[config.mk]
export PLATFORM = sky130hd
export DESIGN_NAME = char_lcd_nibble_write_sequencer_core
export DESIGN_NICKNAME = d
export VERILOG_FILES = /design/src/lcdseq_pkg.sv /design/src/lcdseq_front.sv /design/src/lcdseq_queue.sv /design/src/lcdseq_back.sv /design/src/char_lcd_nibble_write_sequencer_core.sv
export SDC_FILE = /design/constraint.sdc
export NUM_CORES = 1
export LEC_CHECK = 0
export ABC_CLOCK_PERIOD_IN_PS = 5100
export BUFFER_PORTS_ARGS = -buffer_cell sky130_fd_sc_hd__buf_2
export CAP_MARGIN = 25
export CORE_MARGIN = 5
export CORE_UTILIZATION = 28
export DETAILED_ROUTE_END_ITERATION = 16
export PLACE_DENSITY_LB_ADDON = 0.15
export SYNTH_ARGS = -nofsm -noshare
export SYNTH_HDL_FRONTEND = slang
export SYNTH_SLANG_ARGS = --single-unit
[constraint.sdc]
create_clock -name clk -period 5.1 [get_ports clk]
set_input_delay 0.51 -clock clk [delete_from_list [all_inputs] [get_ports clk]]
set_output_delay 0.51 -clock clk [all_outputs]
set_load 0.01 [all_outputs]
[src/lcdseq_pkg.sv]
// Package with the shared types, constants and helper functions of the LCD write sequencer.
package lcdseq_pkg;

	localparam int CntW   = 16;
	localparam int CfgW   = 16;
	localparam int CfgIdxW = 3;
	localparam int QDepth = 2;
	localparam int QPtrW  = 1;
	localparam int QCntW  = 2;

	localparam logic [7:0] WakeByte  = 8'h20;
	localparam logic [7:0] ClearByte = 8'h01;

	localparam logic [2:0] StepNone  = 3'd0;
	localparam logic [2:0] StepWake  = 3'd1;
	localparam logic [2:0] StepClear = 3'd5;
	localparam logic [2:0] StepEntry = 3'd6;

	localparam logic [7:0]  RstEnablePulse  = 8'd4;
	localparam logic [15:0] RstShortWait    = 16'd40;
	localparam logic [15:0] RstLongWait     = 16'd100;
	localparam logic [15:0] RstClearWait    = 16'd2000;
	localparam logic [15:0] RstInitFinal    = 16'd50000;
	localparam logic [7:0]  RstFunctionSet  = 8'h2C;
	localparam logic [7:0]  RstDisplayCtrl  = 8'h0C;
	localparam logic [7:0]  RstEntryMode    = 8'h06;

	typedef enum logic [1:0] {
		OP_TICK  = 2'd0,
		OP_INSTR = 2'd1,
		OP_CHAR  = 2'd2,
		OP_INIT  = 2'd3
	} op_t;

	typedef enum logic [2:0] {
		CFG_ENABLE_PULSE    = 3'd0,
		CFG_SHORT_WAIT      = 3'd1,
		CFG_LONG_WAIT       = 3'd2,
		CFG_CLEAR_WAIT      = 3'd3,
		CFG_INIT_FINAL_WAIT = 3'd4,
		CFG_FUNCTION_SET    = 3'd5,
		CFG_DISPLAY_CONTROL = 3'd6,
		CFG_ENTRY_MODE      = 3'd7
	} cfg_idx_t;

	typedef enum logic [1:0] {
		PH_IDLE  = 2'd0,
		PH_PULSE = 2'd1,
		PH_GAP   = 2'd2,
		PH_WAIT  = 2'd3
	} phase_t;

	typedef struct packed {
		logic       is_tick;
		logic       start_init;
		logic       start_rs;
		logic [7:0] start_byte;
	} item_t;

	function automatic logic [CntW-1:0] load_count(input logic [CfgW-1:0] v);
		logic [32:0] maxv;
		logic [32:0] w;
		maxv = (33'd1 << CntW) - 33'd1;
		w = {{(33-CfgW){1'b0}}, v};
		if (w == 33'd0) begin
			w = 33'd1;
		end
		if (w > maxv) begin
			w = maxv;
		end
		return w[CntW-1:0];
	endfunction

	function automatic logic [7:0] init_byte(input logic [2:0] step, input logic [7:0] fs,
			input logic [7:0] dc, input logic [7:0] em);
		logic [7:0] b;
		case (step)
			3'd1:       b = WakeByte;
			3'd2, 3'd3: b = fs;
			3'd4:       b = dc;
			3'd5:       b = ClearByte;
			default:    b = em;
		endcase
		return b;
	endfunction

endpackage

[src/lcdseq_front.sv]
// Front end: accepts input beats and classifies them into tick or command start items.
module lcdseq_front import lcdseq_pkg::*; (
	input  logic       clk,
	input  logic       arst_n,
	input  logic       in_valid,
	output logic       in_ready,
	input  logic [1:0] operation,
	input  logic [7:0] data_byte,
	output logic       push_valid,
	input  logic       push_ready,
	output item_t      push_item
);

	logic  valid_s1;
	item_t item_s1;
	item_t item_d;
	logic  take;

	assign in_ready   = !valid_s1 || push_ready;
	assign take       = in_valid && in_ready;
	assign push_valid = valid_s1;
	assign push_item  = item_s1;

	always_comb begin
		item_d = '0;
		case (op_t'(operation))
			OP_TICK: begin
				item_d.is_tick = 1'b1;
			end
			OP_INSTR: begin
				item_d.start_byte = data_byte;
			end
			OP_CHAR: begin
				item_d.start_rs   = 1'b1;
				item_d.start_byte = data_byte;
			end
			OP_INIT: begin
				item_d.start_init = 1'b1;
				item_d.start_byte = WakeByte;
			end
			default: begin
				item_d.is_tick = 1'b1;
			end
		endcase
	end

	always_ff @(posedge clk or negedge arst_n) begin
		if (!arst_n) begin
			valid_s1 <= 1'b0;
		end else if (take) begin
			valid_s1 <= 1'b1;
		end else if (push_ready) begin
			valid_s1 <= 1'b0;
		end
	end

	always_ff @(posedge clk) begin
		if (take) begin
			item_s1 <= item_d;
		end
	end

endmodule

[src/lcdseq_queue.sv]
// Short first-in first-out queue of classified items between the front and back ends.
module lcdseq_queue import lcdseq_pkg::*; (
	input  logic  clk,
	input  logic  arst_n,
	input  logic  push_valid,
	output logic  push_ready,
	input  item_t push_item,
	output logic  pop_valid,
	input  logic  pop_ready,
	output item_t pop_item
);

	item_t            mem_q [QDepth];
	logic [QPtrW-1:0] wr_ptr_q;
	logic [QPtrW-1:0] rd_ptr_q;
	logic [QCntW-1:0] cnt_q;
	logic             do_push;
	logic             do_pop;

	assign push_ready = (cnt_q != QCntW'(QDepth));
	assign pop_valid  = (cnt_q != '0);
	assign pop_item   = mem_q[rd_ptr_q];
	assign do_push    = push_valid && push_ready;
	assign do_pop     = pop_valid && pop_ready;

	always_ff @(posedge clk or negedge arst_n) begin
		if (!arst_n) begin
			wr_ptr_q <= '0;
			rd_ptr_q <= '0;
			cnt_q    <= '0;
		end else begin
			if (do_push) begin
				wr_ptr_q <= wr_ptr_q + QPtrW'(1);
			end
			if (do_pop) begin
				rd_ptr_q <= rd_ptr_q + QPtrW'(1);
			end
			if (do_push && !do_pop) begin
				cnt_q <= cnt_q + QCntW'(1);
			end else if (do_pop && !do_push) begin
				cnt_q <= cnt_q - QCntW'(1);
			end
		end
	end

	always_ff @(posedge clk) begin
		if (do_push) begin
			mem_q[wr_ptr_q] <= push_item;
		end
	end

	a_cnt_range: assert property (@(posedge clk) disable iff (!arst_n)
		cnt_q <= QCntW'(QDepth)) else $error("queue fill count out of range");

	a_no_push_full: assert property (@(posedge clk) disable iff (!arst_n)
		(cnt_q == QCntW'(QDepth)) |-> !do_push) else $error("push into full queue");

endmodule

[src/lcdseq_back.sv]
// Back end: configuration registers, write sequencer state and the registered result beat.
module lcdseq_back import lcdseq_pkg::*; (
	input  logic               clk,
	input  logic               arst_n,
	input  logic               cfg_wen,
	input  logic [CfgIdxW-1:0] cfg_index,
	input  logic [CfgW-1:0]    cfg_data,
	input  logic               pop_valid,
	output logic               pop_ready,
	input  item_t              pop_item,
	output logic               out_valid,
	input  logic               out_ready,
	output logic               rs_pin,
	output logic               enable_pin,
	output logic [3:0]         data_nibble,
	output logic               busy_res,
	output logic               accepted
);

	logic [7:0]  pulse_q;
	logic [15:0] short_q;
	logic [15:0] long_q;
	logic [15:0] clear_q;
	logic [15:0] final_q;
	logic [7:0]  fs_q;
	logic [7:0]  dc_q;
	logic [7:0]  em_q;

	phase_t          phase_q, phase_d;
	logic [2:0]      step_q, step_d;
	logic [CntW-1:0] cnt_q, cnt_d;
	logic [7:0]      byte_q, byte_d;
	logic            rs_q, rs_d;
	logic            low_q, low_d;
	logic            acc_d;
	logic [15:0]     wait_len;
	logic            pop;

	logic       out_valid_q;
	logic       rs_pin_q, en_pin_q, busy_pin_q, acc_pin_q;
	logic [3:0] nib_q;
	logic       en_d, busy_d;
	logic [3:0] nib_d;

	assign pop_ready = !out_valid_q || out_ready;
	assign pop       = pop_valid && pop_ready;

	always_ff @(posedge clk or negedge arst_n) begin
		if (!arst_n) begin
			pulse_q <= RstEnablePulse;
			short_q <= RstShortWait;
			long_q  <= RstLongWait;
			clear_q <= RstClearWait;
			final_q <= RstInitFinal;
			fs_q    <= RstFunctionSet;
			dc_q    <= RstDisplayCtrl;
			em_q    <= RstEntryMode;
		end else if (cfg_wen) begin
			case (cfg_idx_t'(cfg_index))
				CFG_ENABLE_PULSE:    pulse_q <= cfg_data[7:0];
				CFG_SHORT_WAIT:      short_q <= cfg_data;
				CFG_LONG_WAIT:       long_q  <= cfg_data;
				CFG_CLEAR_WAIT:      clear_q <= cfg_data;
				CFG_INIT_FINAL_WAIT: final_q <= cfg_data;
				CFG_FUNCTION_SET:    fs_q    <= cfg_data[7:0];
				CFG_DISPLAY_CONTROL: dc_q    <= cfg_data[7:0];
				CFG_ENTRY_MODE:      em_q    <= cfg_data[7:0];
				default: ;
			endcase
		end
	end

	always_comb begin
		if (step_q != StepNone) begin
			if (step_q == StepClear) begin
				wait_len = clear_q;
			end else if (step_q >= StepEntry) begin
				wait_len = final_q;
			end else begin
				wait_len = long_q;
			end
		end else if (rs_q) begin
			wait_len = short_q;
		end else if (byte_q == ClearByte) begin
			wait_len = clear_q;
		end else if (byte_q[7]) begin
			wait_len = short_q;
		end else begin
			wait_len = long_q;
		end
	end

	// Next state of the sequencer for the item at the head of the queue.
	always_comb begin
		phase_d = phase_q;
		step_d  = step_q;
		cnt_d   = cnt_q;
		byte_d  = byte_q;
		rs_d    = rs_q;
		low_d   = low_q;
		acc_d   = 1'b0;
		if (pop) begin
			if (pop_item.is_tick) begin
				case (phase_q)
					PH_PULSE: begin
						cnt_d = cnt_q - CntW'(1);
						if (cnt_q == CntW'(1)) begin
							if (!low_q && step_q != StepWake) begin
								low_d   = 1'b1;
								phase_d = PH_GAP;
							end else begin
								phase_d = PH_WAIT;
								cnt_d   = load_count(wait_len);
							end
						end
					end
					PH_GAP: begin
						phase_d = PH_PULSE;
						cnt_d   = load_count({8'd0, pulse_q});
					end
					PH_WAIT: begin
						cnt_d = cnt_q - CntW'(1);
						if (cnt_q == CntW'(1)) begin
							if (step_q inside {[StepWake:StepClear]}) begin
								step_d  = step_q + 3'd1;
								byte_d  = init_byte(step_d, fs_q, dc_q, em_q);
								rs_d    = 1'b0;
								low_d   = 1'b0;
								phase_d = PH_PULSE;
								cnt_d   = load_count({8'd0, pulse_q});
							end else begin
								step_d  = StepNone;
								phase_d = PH_IDLE;
							end
						end
					end
					default: ;
				endcase
			end else if (phase_q == PH_IDLE) begin
				acc_d   = 1'b1;
				step_d  = pop_item.start_init ? StepWake : StepNone;
				byte_d  = pop_item.start_byte;
				rs_d    = pop_item.start_rs;
				low_d   = 1'b0;
				phase_d = PH_PULSE;
				cnt_d   = load_count({8'd0, pulse_q});
			end
		end
	end

	// Pin levels that follow from the next state.
	always_comb begin
		en_d   = (phase_d == PH_PULSE);
		busy_d = (phase_d != PH_IDLE);
		nib_d  = low_d ? byte_d[3:0] : byte_d[7:4];
	end

	always_ff @(posedge clk or negedge arst_n) begin
		if (!arst_n) begin
			phase_q     <= PH_IDLE;
			step_q      <= StepNone;
			cnt_q       <= '0;
			byte_q      <= '0;
			rs_q        <= 1'b0;
			low_q       <= 1'b0;
			out_valid_q <= 1'b0;
		end else begin
			phase_q <= phase_d;
			step_q  <= step_d;
			cnt_q   <= cnt_d;
			byte_q  <= byte_d;
			rs_q    <= rs_d;
			low_q   <= low_d;
			if (pop) begin
				out_valid_q <= 1'b1;
			end else if (out_ready) begin
				out_valid_q <= 1'b0;
			end
		end
	end

	always_ff @(posedge clk) begin
		if (pop) begin
			rs_pin_q   <= rs_d;
			en_pin_q   <= en_d;
			nib_q      <= nib_d;
			busy_pin_q <= busy_d;
			acc_pin_q  <= acc_d;
		end
	end

	assign out_valid   = out_valid_q;
	assign rs_pin      = rs_pin_q;
	assign enable_pin  = en_pin_q;
	assign data_nibble = nib_q;
	assign busy_res    = busy_pin_q;
	assign accepted    = acc_pin_q;

	a_idle_no_init: assert property (@(posedge clk) disable iff (!arst_n)
		(phase_q == PH_IDLE) |-> (step_q == StepNone)) else $error("init step left while idle");

	a_busy_count: assert property (@(posedge clk) disable iff (!arst_n)
		(phase_q == PH_PULSE || phase_q == PH_WAIT) |-> (cnt_q != '0))
		else $error("tick counter empty in a counting phase");

	a_acc_busy: assert property (@(posedge clk) disable iff (!arst_n)
		(out_valid_q && acc_pin_q) |-> (busy_pin_q && en_pin_q))
		else $error("accepted beat does not show a started write");

	a_pop_result: assert property (@(posedge clk) disable iff (!arst_n)
		pop |=> out_valid_q) else $error("popped item gave no result beat");

endmodule

[src/char_lcd_nibble_write_sequencer_core.sv]
// Top level of the character LCD 4-bit write sequencer: front end, queue and back end.
//
// Usage: each input beat carries an operation and a data byte. Operation tick advances
// the write timing by one microsecond; instruction and character writes and initialize
// start a sequence when the sequencer is idle and are rejected (accepted low) when busy.
// Every input beat yields exactly one result beat with the pin levels after that beat
// (rs_pin, rw_pin, enable_pin, data_nibble), busy_res and accepted.
// A result beat is registered in the front end when its input beat is accepted, then
// written into the two-entry queue and from there into the result register. Throughput
// is one beat per cycle while the result receiver does not stall, set by the update of
// the sequencer state in the back end for each popped item.
// When the result receiver stalls, the result register holds, the queue fills and the
// front end then deasserts in_ready; no beat is lost or repeated.
// Reset clears the sequencer to idle with all latches zero and loads the configuration
// registers with their default timing and initialisation words. Configuration is written
// through cfg_wen, cfg_index and cfg_data without wait states.
module char_lcd_nibble_write_sequencer_core import lcdseq_pkg::*; (
	input  logic               clk,
	input  logic               arst_n,
	input  logic               cfg_wen,
	input  logic [CfgIdxW-1:0] cfg_index,
	input  logic [CfgW-1:0]    cfg_data,
	input  logic               in_valid,
	output logic               in_ready,
	input  logic [1:0]         operation,
	input  logic [7:0]         data_byte,
	output logic               out_valid,
	input  logic               out_ready,
	output logic               rs_pin,
	output logic               rw_pin,
	output logic               enable_pin,
	output logic [3:0]         data_nibble,
	output logic               busy_res,
	output logic               accepted
);

	logic  push_valid;
	logic  push_ready;
	item_t push_item;
	logic  pop_valid;
	logic  pop_ready;
	item_t pop_item;

	lcdseq_front u_front (
		.clk        (clk),
		.arst_n     (arst_n),
		.in_valid   (in_valid),
		.in_ready   (in_ready),
		.operation  (operation),
		.data_byte  (data_byte),
		.push_valid (push_valid),
		.push_ready (push_ready),
		.push_item  (push_item)
	);

	lcdseq_queue u_queue (
		.clk        (clk),
		.arst_n     (arst_n),
		.push_valid (push_valid),
		.push_ready (push_ready),
		.push_item  (push_item),
		.pop_valid  (pop_valid),
		.pop_ready  (pop_ready),
		.pop_item   (pop_item)
	);

	lcdseq_back u_back (
		.clk         (clk),
		.arst_n      (arst_n),
		.cfg_wen     (cfg_wen),
		.cfg_index   (cfg_index),
		.cfg_data    (cfg_data),
		.pop_valid   (pop_valid),
		.pop_ready   (pop_ready),
		.pop_item    (pop_item),
		.out_valid   (out_valid),
		.out_ready   (out_ready),
		.rs_pin      (rs_pin),
		.enable_pin  (enable_pin),
		.data_nibble (data_nibble),
		.busy_res    (busy_res),
		.accepted    (accepted)
	);

	assign rw_pin = 1'b0;

endmodule

== Word-level counts from Yosys, hierarchy flattened ==
Memory sizes are Yosys's and may differ from the RTL's.
Cells that the tools add are included.

* Reduce and logical (&&, ||, !) cells: 38
* Multiply operators: 0
* Mux-type cells: 84
* Order comparisons: 7
* Shift operators: 0
* Bitwise gates (word level): 0
* Equal/unequal tests: 27
* Add/sub/neg operators: 6
* Div/mod/pow operators: 0

{| class="wikitable"
|+ Operators with widths
! kind !! count
|-
| two-way mux 33 bit || 16
|-
| two-way mux 16 bit || 17
|-
| greater-than comparator 33 x 16 -> 1 bit, second input constant || 4
|-
| two-way mux 8 bit || 7
|-
| case mux 16 bit (3 select lines) || 1
|-
| case mux 8 bit (4 select lines) || 1
|-
| two-way mux 1 bit || 26
|-
| equality test 3 bit, second input constant || 7
|-
| equality test 16 x 1 -> 1 bit, second input constant || 1
|-
| logical NOT 16 bit || 1
|-
| case mux 8 bit (2 select lines) || 1
|-
| AND reduction 2 bit || 8
|-
| subtractor 16 x 1 -> 16 bit, second input constant || 1
|-
| two-way mux 3 bit || 5
|-
| two-way mux 2 bit || 7
|-
| equality test 3 x 2 -> 1 bit, second input constant || 4
|-
| nonzero test 2 bit || 6
|-
| equality test 2 bit, second input constant || 4
|-
| equality test 8 x 1 -> 1 bit, second input constant || 1
|-
| logical NOT 8 bit || 1
|-
| logical AND 1 bit || 7
|-
| equality test 2 x 1 -> 1 bit, second input constant || 3
|-
| equality test 3 x 1 -> 1 bit, second input constant || 2
|-
| case mux 2 bit (3 select lines) || 1
|-
| other kinds (21) || 30
|}

* Memory bits (read-only): 0
* Bits of input ports: 34
* Output and inout port bits: 11
* Memories: 1
* Register bits after elaboration: 152
* RAM bits: 22
* Bits in latches: 0

{| class="wikitable"
|+ Memory list
! name !! depth !! bits a word !! read ports !! clocked after Yosys merged registers in !! wr ports !! line !! RTL
|-
| u_queue.mem_q || 2 || 11 || 1 || 0 || 1 || lcdseq_queue.sv:13 || <nowiki>item_t mem_q [QDepth];</nowiki>
|}

== Longest topological paths before layout ==
* Depth after elaboration: 17
* Mapped depth: 10

== Cells and area by module ==
Synthesis repeated with hierarchy kept, for this count alone.

* Cells, all modules: 792
* Area total of the unflattened synthesis: 8,953.6 µm²

{| class="wikitable"
|+ By module, submodules not included
! module !! area each (µm²) !! instances !! cells each !! sequential area each (µm²)
|-
| lcdseq_back || 7,438.4 || 1 || 708 || 3,474.6
|-
| lcdseq_queue || 1,003.5 || 1 || 52 || 760.7
|-
| lcdseq_front || 500.5 || 1 || 30 || 355.3
|-
| char_lcd_nibble_write_sequencer_core || 11.3 || 1 || 2 || 0.0
|}

== Worst setup path after synthesis ==
Ideal clock, no wire load.

* Path type: reg2reg
* Start: register u_back.step_q[1]
* End: register u_back.cnt_q[11]
* Path buffers: 2
* Cell stages (with the launch flop): 11
* Required time: 4.974 ns
* Path slack: 2.239 ns
* Clock period less this slack: 2.861 ns
* Setup time: 0.126 ns
* Data arrival time: 2.735 ns
* Cells stage by stage: dfrtp_1 -> inv_1 -> ha_1 -> and2_0 -> clkbuf_1 -> clkbuf_1 -> a2111oi_0 -> o22ai_1 -> nor4_2 -> a211oi_2 -> a221o_1

* Cells in the longest elaborated chain, start to end: 17

{| class="wikitable"
|+ Ends and longest elaborated chain
! what !! line !! RTL
|-
| start: declaration || lcdseq_back.sv:30 || <nowiki>logic [2:0] step_q, step_d;</nowiki>
|-
| start signal: assignment || lcdseq_back.sv:161 || <nowiki>step_q <= StepNone;</nowiki>
|-
| start signal: assignment || lcdseq_back.sv:169 || <nowiki>step_q <= step_d;</nowiki>
|-
| greater-or-equal comparator 3 bit || lcdseq_back.sv:77 || <nowiki>end else if (step_q >= StepEntry) begin</nowiki>
|-
| two-way mux 16 bit || lcdseq_back.sv:77 ||
|-
| two-way mux 16 bit || lcdseq_back.sv:75 || <nowiki>if (step_q == StepClear) begin</nowiki>
|-
| two-way mux 16 bit || lcdseq_back.sv:74 || <nowiki>if (step_q != StepNone) begin</nowiki>
|-
| logical NOT 16 bit || lcdseq_pkg.sv:65 || <nowiki>if (w == 33'd0) begin</nowiki>
|-
| two-way mux 16 bit || lcdseq_pkg.sv:65 ||
|-
| two-way mux 33 bit || lcdseq_back.sv:108 || <nowiki>if (!low_q && step_q != StepWake) begin</nowiki>
|-
| two-way mux 33 bit || lcdseq_back.sv:107 || <nowiki>if (cnt_q == CntW'(1)) begin</nowiki>
|-
| two-way mux 33 bit || lcdseq_back.sv:104 || <nowiki>case (phase_q)</nowiki>
|-
| two-way mux 33 bit || lcdseq_back.sv:103 || <nowiki>if (pop_item.is_tick) begin</nowiki>
|-
| two-way mux 33 bit || lcdseq_back.sv:102 || <nowiki>if (pop) begin</nowiki>
|-
| greater-than comparator 33 x 16 -> 1 bit || lcdseq_pkg.sv:68 || <nowiki>if (w > maxv) begin</nowiki>
|-
| two-way mux 16 bit || lcdseq_pkg.sv:68 ||
|-
| two-way mux 16 bit || lcdseq_back.sv:108 ||
|-
| two-way mux 16 bit || lcdseq_back.sv:107 ||
|-
| case mux 16 bit (3 select lines) * || lcdseq_back.sv:104 ||
|-
| two-way mux 16 bit * || lcdseq_back.sv:103 ||
|-
| end signal: assignment || lcdseq_back.sv:170 || <nowiki>cnt_q <= cnt_d;</nowiki>
|-
| end: declaration || lcdseq_back.sv:31 || <nowiki>logic [CntW-1:0] cnt_q, cnt_d;</nowiki>
|}

Every way passes the cells marked *; elsewhere a longest branch is shown, timed or not. The select of a mux whose other input is x is not followed.
A chain may end at the register's enable or synchronous reset.

== Worst setup path after layout ==
* Start: register u_back.byte_q[7]
* End: register u_back.cnt_q[11]

* Cells in the longest elaborated chain, start to end: 17

{| class="wikitable"
|+ Ends and longest elaborated chain
! what !! line !! RTL
|-
| start: declaration || lcdseq_back.sv:32 || <nowiki>logic [7:0] byte_q, byte_d;</nowiki>
|-
| start signal: assignment || lcdseq_back.sv:171 || <nowiki>byte_q <= byte_d;</nowiki>
|-
| equality test 8 x 1 -> 1 bit / two-way mux 16 bit (equally long branches) || lcdseq_back.sv:84, lcdseq_back.sv:86 ||
|-
| two-way mux 16 bit * || lcdseq_back.sv:84 || <nowiki>end else if (byte_q == ClearByte) begin</nowiki>
|-
| two-way mux 16 bit * || lcdseq_back.sv:82 || <nowiki>end else if (rs_q) begin</nowiki>
|-
| two-way mux 16 bit * || lcdseq_back.sv:74 ||
|-
| logical NOT 16 bit || lcdseq_pkg.sv:65 ||
|-
| two-way mux 16 bit * || lcdseq_pkg.sv:65 ||
|-
| two-way mux 33 bit * || lcdseq_back.sv:108 ||
|-
| two-way mux 33 bit * || lcdseq_back.sv:107 ||
|-
| two-way mux 33 bit * || lcdseq_back.sv:104 ||
|-
| two-way mux 33 bit * || lcdseq_back.sv:103 ||
|-
| two-way mux 33 bit * || lcdseq_back.sv:102 ||
|-
| greater-than comparator 33 x 16 -> 1 bit || lcdseq_pkg.sv:68 ||
|-
| two-way mux 16 bit * || lcdseq_pkg.sv:68 ||
|-
| two-way mux 16 bit * || lcdseq_back.sv:108 ||
|-
| two-way mux 16 bit * || lcdseq_back.sv:107 ||
|-
| case mux 16 bit (3 select lines) * || lcdseq_back.sv:104 ||
|-
| two-way mux 16 bit * || lcdseq_back.sv:103 ||
|}

Marks and branches as above.

==> results.md <==
- Status: finished clean
- Io pins: 45
- Starting Density: 0.283
- Setup tns final: 0 ps
- Number of routed nets with antenna violations: 0
- Clk_skew: 7.42 ps
- FF-to-FF Start: u_back.byte_q[7]$_DFF_PN0_
- Die height: 189 um
- Final worst-path cycle share: 0.728
- CTS tree: done
- Leakage power: 4.18 nW
- WP data required: 5420 ps
- Type of the tightest min-delay check: input pin to asynchronous set/reset pin
- Final Hold Fails: 0
- Final wirelength: 25000 um
- Post-synth ARST share: 0.764
- Later-pin clock latency in the skew report: 440 ps
- Met2 Use GR: 0.212
- Die area: 0.0356 mm2
- GR Util met3: 0.0285
- DR iter-0 viols: 334
- Maximum VDD drop: 0.242 mV
- Final nets: 851
- Switching share of power: 0.394
- Die W: 189 um
- MaxCap Viol Count: 0
- DR pass1 iterations: 4
- Switching Power: 0.00220 W
- Crit end category: flop
- Number of CTS-inserted buffers: 17
- Number of synthesized flops with an enable pin: 41
- Final setup violation count: 0
- Int Power: 0.00339 W
- First-pass GRT wire length: 39500 um
- Clock Sinks: 174
- P&R area growth vs syn: 14.2%
- PnR Total Power: 0.00559 W
- # port buffers: 43
- Synthesized area: 0.00893 mm2
- DRC Markers: 0
- CTS Root Cell: clkbuf_16
- Mapped Avg Cell Area: 11.6 um2
- Sequential area share after synthesis: 0.514
- Post-synth net total: 816
- Max stage delay on crit path: 780 ps
- Final-report max-slew violation count: 0
- DR WL/cell: 20.5 um
- GRT overflow: 0
- Commonest non-fill, non-tap cells in the layout: 108 x dfrtp_1, 101 x mux2_2, 50 x nand2_1, 43 x buf_2, 41 x edfxtp_1
- PostCTS Resize Cnt: 0
- RSZ-0062 raised after global routing: no
- Final Critical Period: 3710 ps
- Netlist cell types: 65
- Worst setup startpoint: u_back.byte_q[7]$_DFF_PN0_
- P per Cell Area: 548 mW/mm2
- Pre-CTS setup slack: 1420 ps
- Post-DP HPWL: 17500 um
- Yosys warns: 0
- Sequential share of power: 0.398
- Ant diodes: 0
- Vias: 6314
- Gp weighted congestion: 0.800
- CP cell instances: buf_16, nor4b_4, buf_4, and2_0, a311oi_1, o22ai_1, nor4_2, a211oi_2, a221o_1
- CP arrival: 4030 ps
- Highest clock rate: 0.269 GHz
- Synth Register Bits: 174
- FP Rows: 65
- Met1 Usage GRT: 0.210
- Largest net degree at the start of global routing: 94
- Global Route Usage Sum: 0.143
- Initial antenna violation count: 0
- Slew @ Worst Pin: 1000 ps
- Critical path peak fanout: 17
- Final worst slack: 1390 ps
- Most common cell after layout, fill and taps aside: dfrtp_1
- Via/cell ratio: 5.18
- Vias in the first global route: 6367
- Post-CTS setup buffers: 0
- Relative max-transition margin: 0.331
- Crit Path Class: flop to flop
- Core footprint: 0.0316 mm2
- H-tree levels: 4
- CTS Hold Bufs: 0
- Top_reg_cell synth: dfrtp_1
- Clock Path Buffers: 2
- Mapped Cells: 770
- Combinational Power Share: 0.365
- Global route hottest layer: met2
- Worst setup SP type: flop
- Clock transition at path regs: 80 ps
- CP max stage cell: a311oi_1
- Share of cells above drive strength 1: 0.282
- Clock Power Share: 0.237
[stage by stage]
stage | util | cell area [um2] | instances | hold WS [ps]
2_1_floorplan | - | 8930 | 770 | 214
3_3_place_gp | 0.304 | 9580 | 1185 | 427
3_5_place_dp | 0.305 | 9620 | 1188 | 432
4_1_cts | 0.323 | 10200 | 1220 | 194
5_1_grt | 0.323 | 10200 | 1220 | 226
6_report | 0.323 | 10200 | 1220 | 156
[critical path, delay by kind of cell (launching register included)]
| family | cells | cell delay (ps) |
|---|---|---|
| buf+inv | 2 | 430 |
| simple gates | 3 | 920 |
| compound gates | 4 | 1530 |
| flops | 1 | 690 |
[power by group through the flow]
stage	registers (W)	logic (W)	clock network (W)
after floorplan	0.00208	0.00152	0
after global placement	0.00227	0.00202	0
after detailed placement	0.00225	0.00206	0
after CTS	0.00223	0.00207	0.00137
after global routing	0.00227	0.00228	0.00142
final	0.00222	0.00204	0.00132
[kinds of logic after synthesis]
logic type / share of synthesized area
AND/OR/NAND/NOR: 0.140
other: 0.000420
flip-flops: 0.514
AO/OA/AOI/OAI: 0.131
adder cells (fa/ha/maj): 0.0168
multiplexers: 0.158
XOR/XNOR: 0.0127
buffers and inverters: 0.0279
[registers in the layout, summed over array words and instances (netlist names), 2 cells and up]
name                flops
u_back.em_q             8
u_queue.cnt_q           2
u_back.clear_q         16
u_back.phase_q          2
u_back.fs_q             8
u_back.short_q         16
u_back.step_q           3
u_back.byte_q           8
u_back.final_q         16
u_back.long_q          16
u_back.cnt_q           16
u_front.push_item      11
u_back.data_nibble      4
u_back.pulse_q          8
u_queue.mem_q          22
u_back.dc_q             8
[path summary, 6_finish.rpt]
kind                                                       end  slack (ps)  cells after the start
min in group clk                u_front.push_valid$_DFFE_PN0P_         270                      2
worst max-delay path              u_back.cnt_q[11]$_DFFE_PN0P_        1390                      9
worst min register to register   u_queue.mem_q[0][1]$_DFFE_PP_         450                      0
max in group asynchronous         u_back.long_q[2]$_DFFE_PN1P_        3870                      2
worst max register to register    u_back.cnt_q[11]$_DFFE_PN0P_        1390                      9
worst min-delay path              u_back.long_q[8]$_DFFE_PN0P_         160                      1
[layout make-up]
type | count | area, um2
Fill cell | 3219 | 21400
Clock inverter | 15 | 154
Clock buffer | 17 | 425
Tap cell | 402 | 503
Inverter | 16 | 60.1
Multi-Input combinational cell | 537 | 4110
Timing Repair Buffer | 59 | 355
Sequential cell | 174 | 4590
[per-layer routing]
layer	share of wire	up-vias
li1	-	2995
met1	0.50	3198
met2	0.45	99
met3	0.031	22
met4	0.015	0
met5	0	-
[cells in the mapped netlist (all sizes together) (21+ instances only)]
library cell  instances  area, um2
dfstp                25        657
a211oi               21        163
clkbuf               32        121
edfxtp               41       1230
o21ai                21        109
a21oi                29        149
and3                 33        206
mux2i                27        270
mux2                101       1140
dfrtp               108       2700
nand2                50        188
nor2                 39        146
Power figures use the tool's default switching activity.
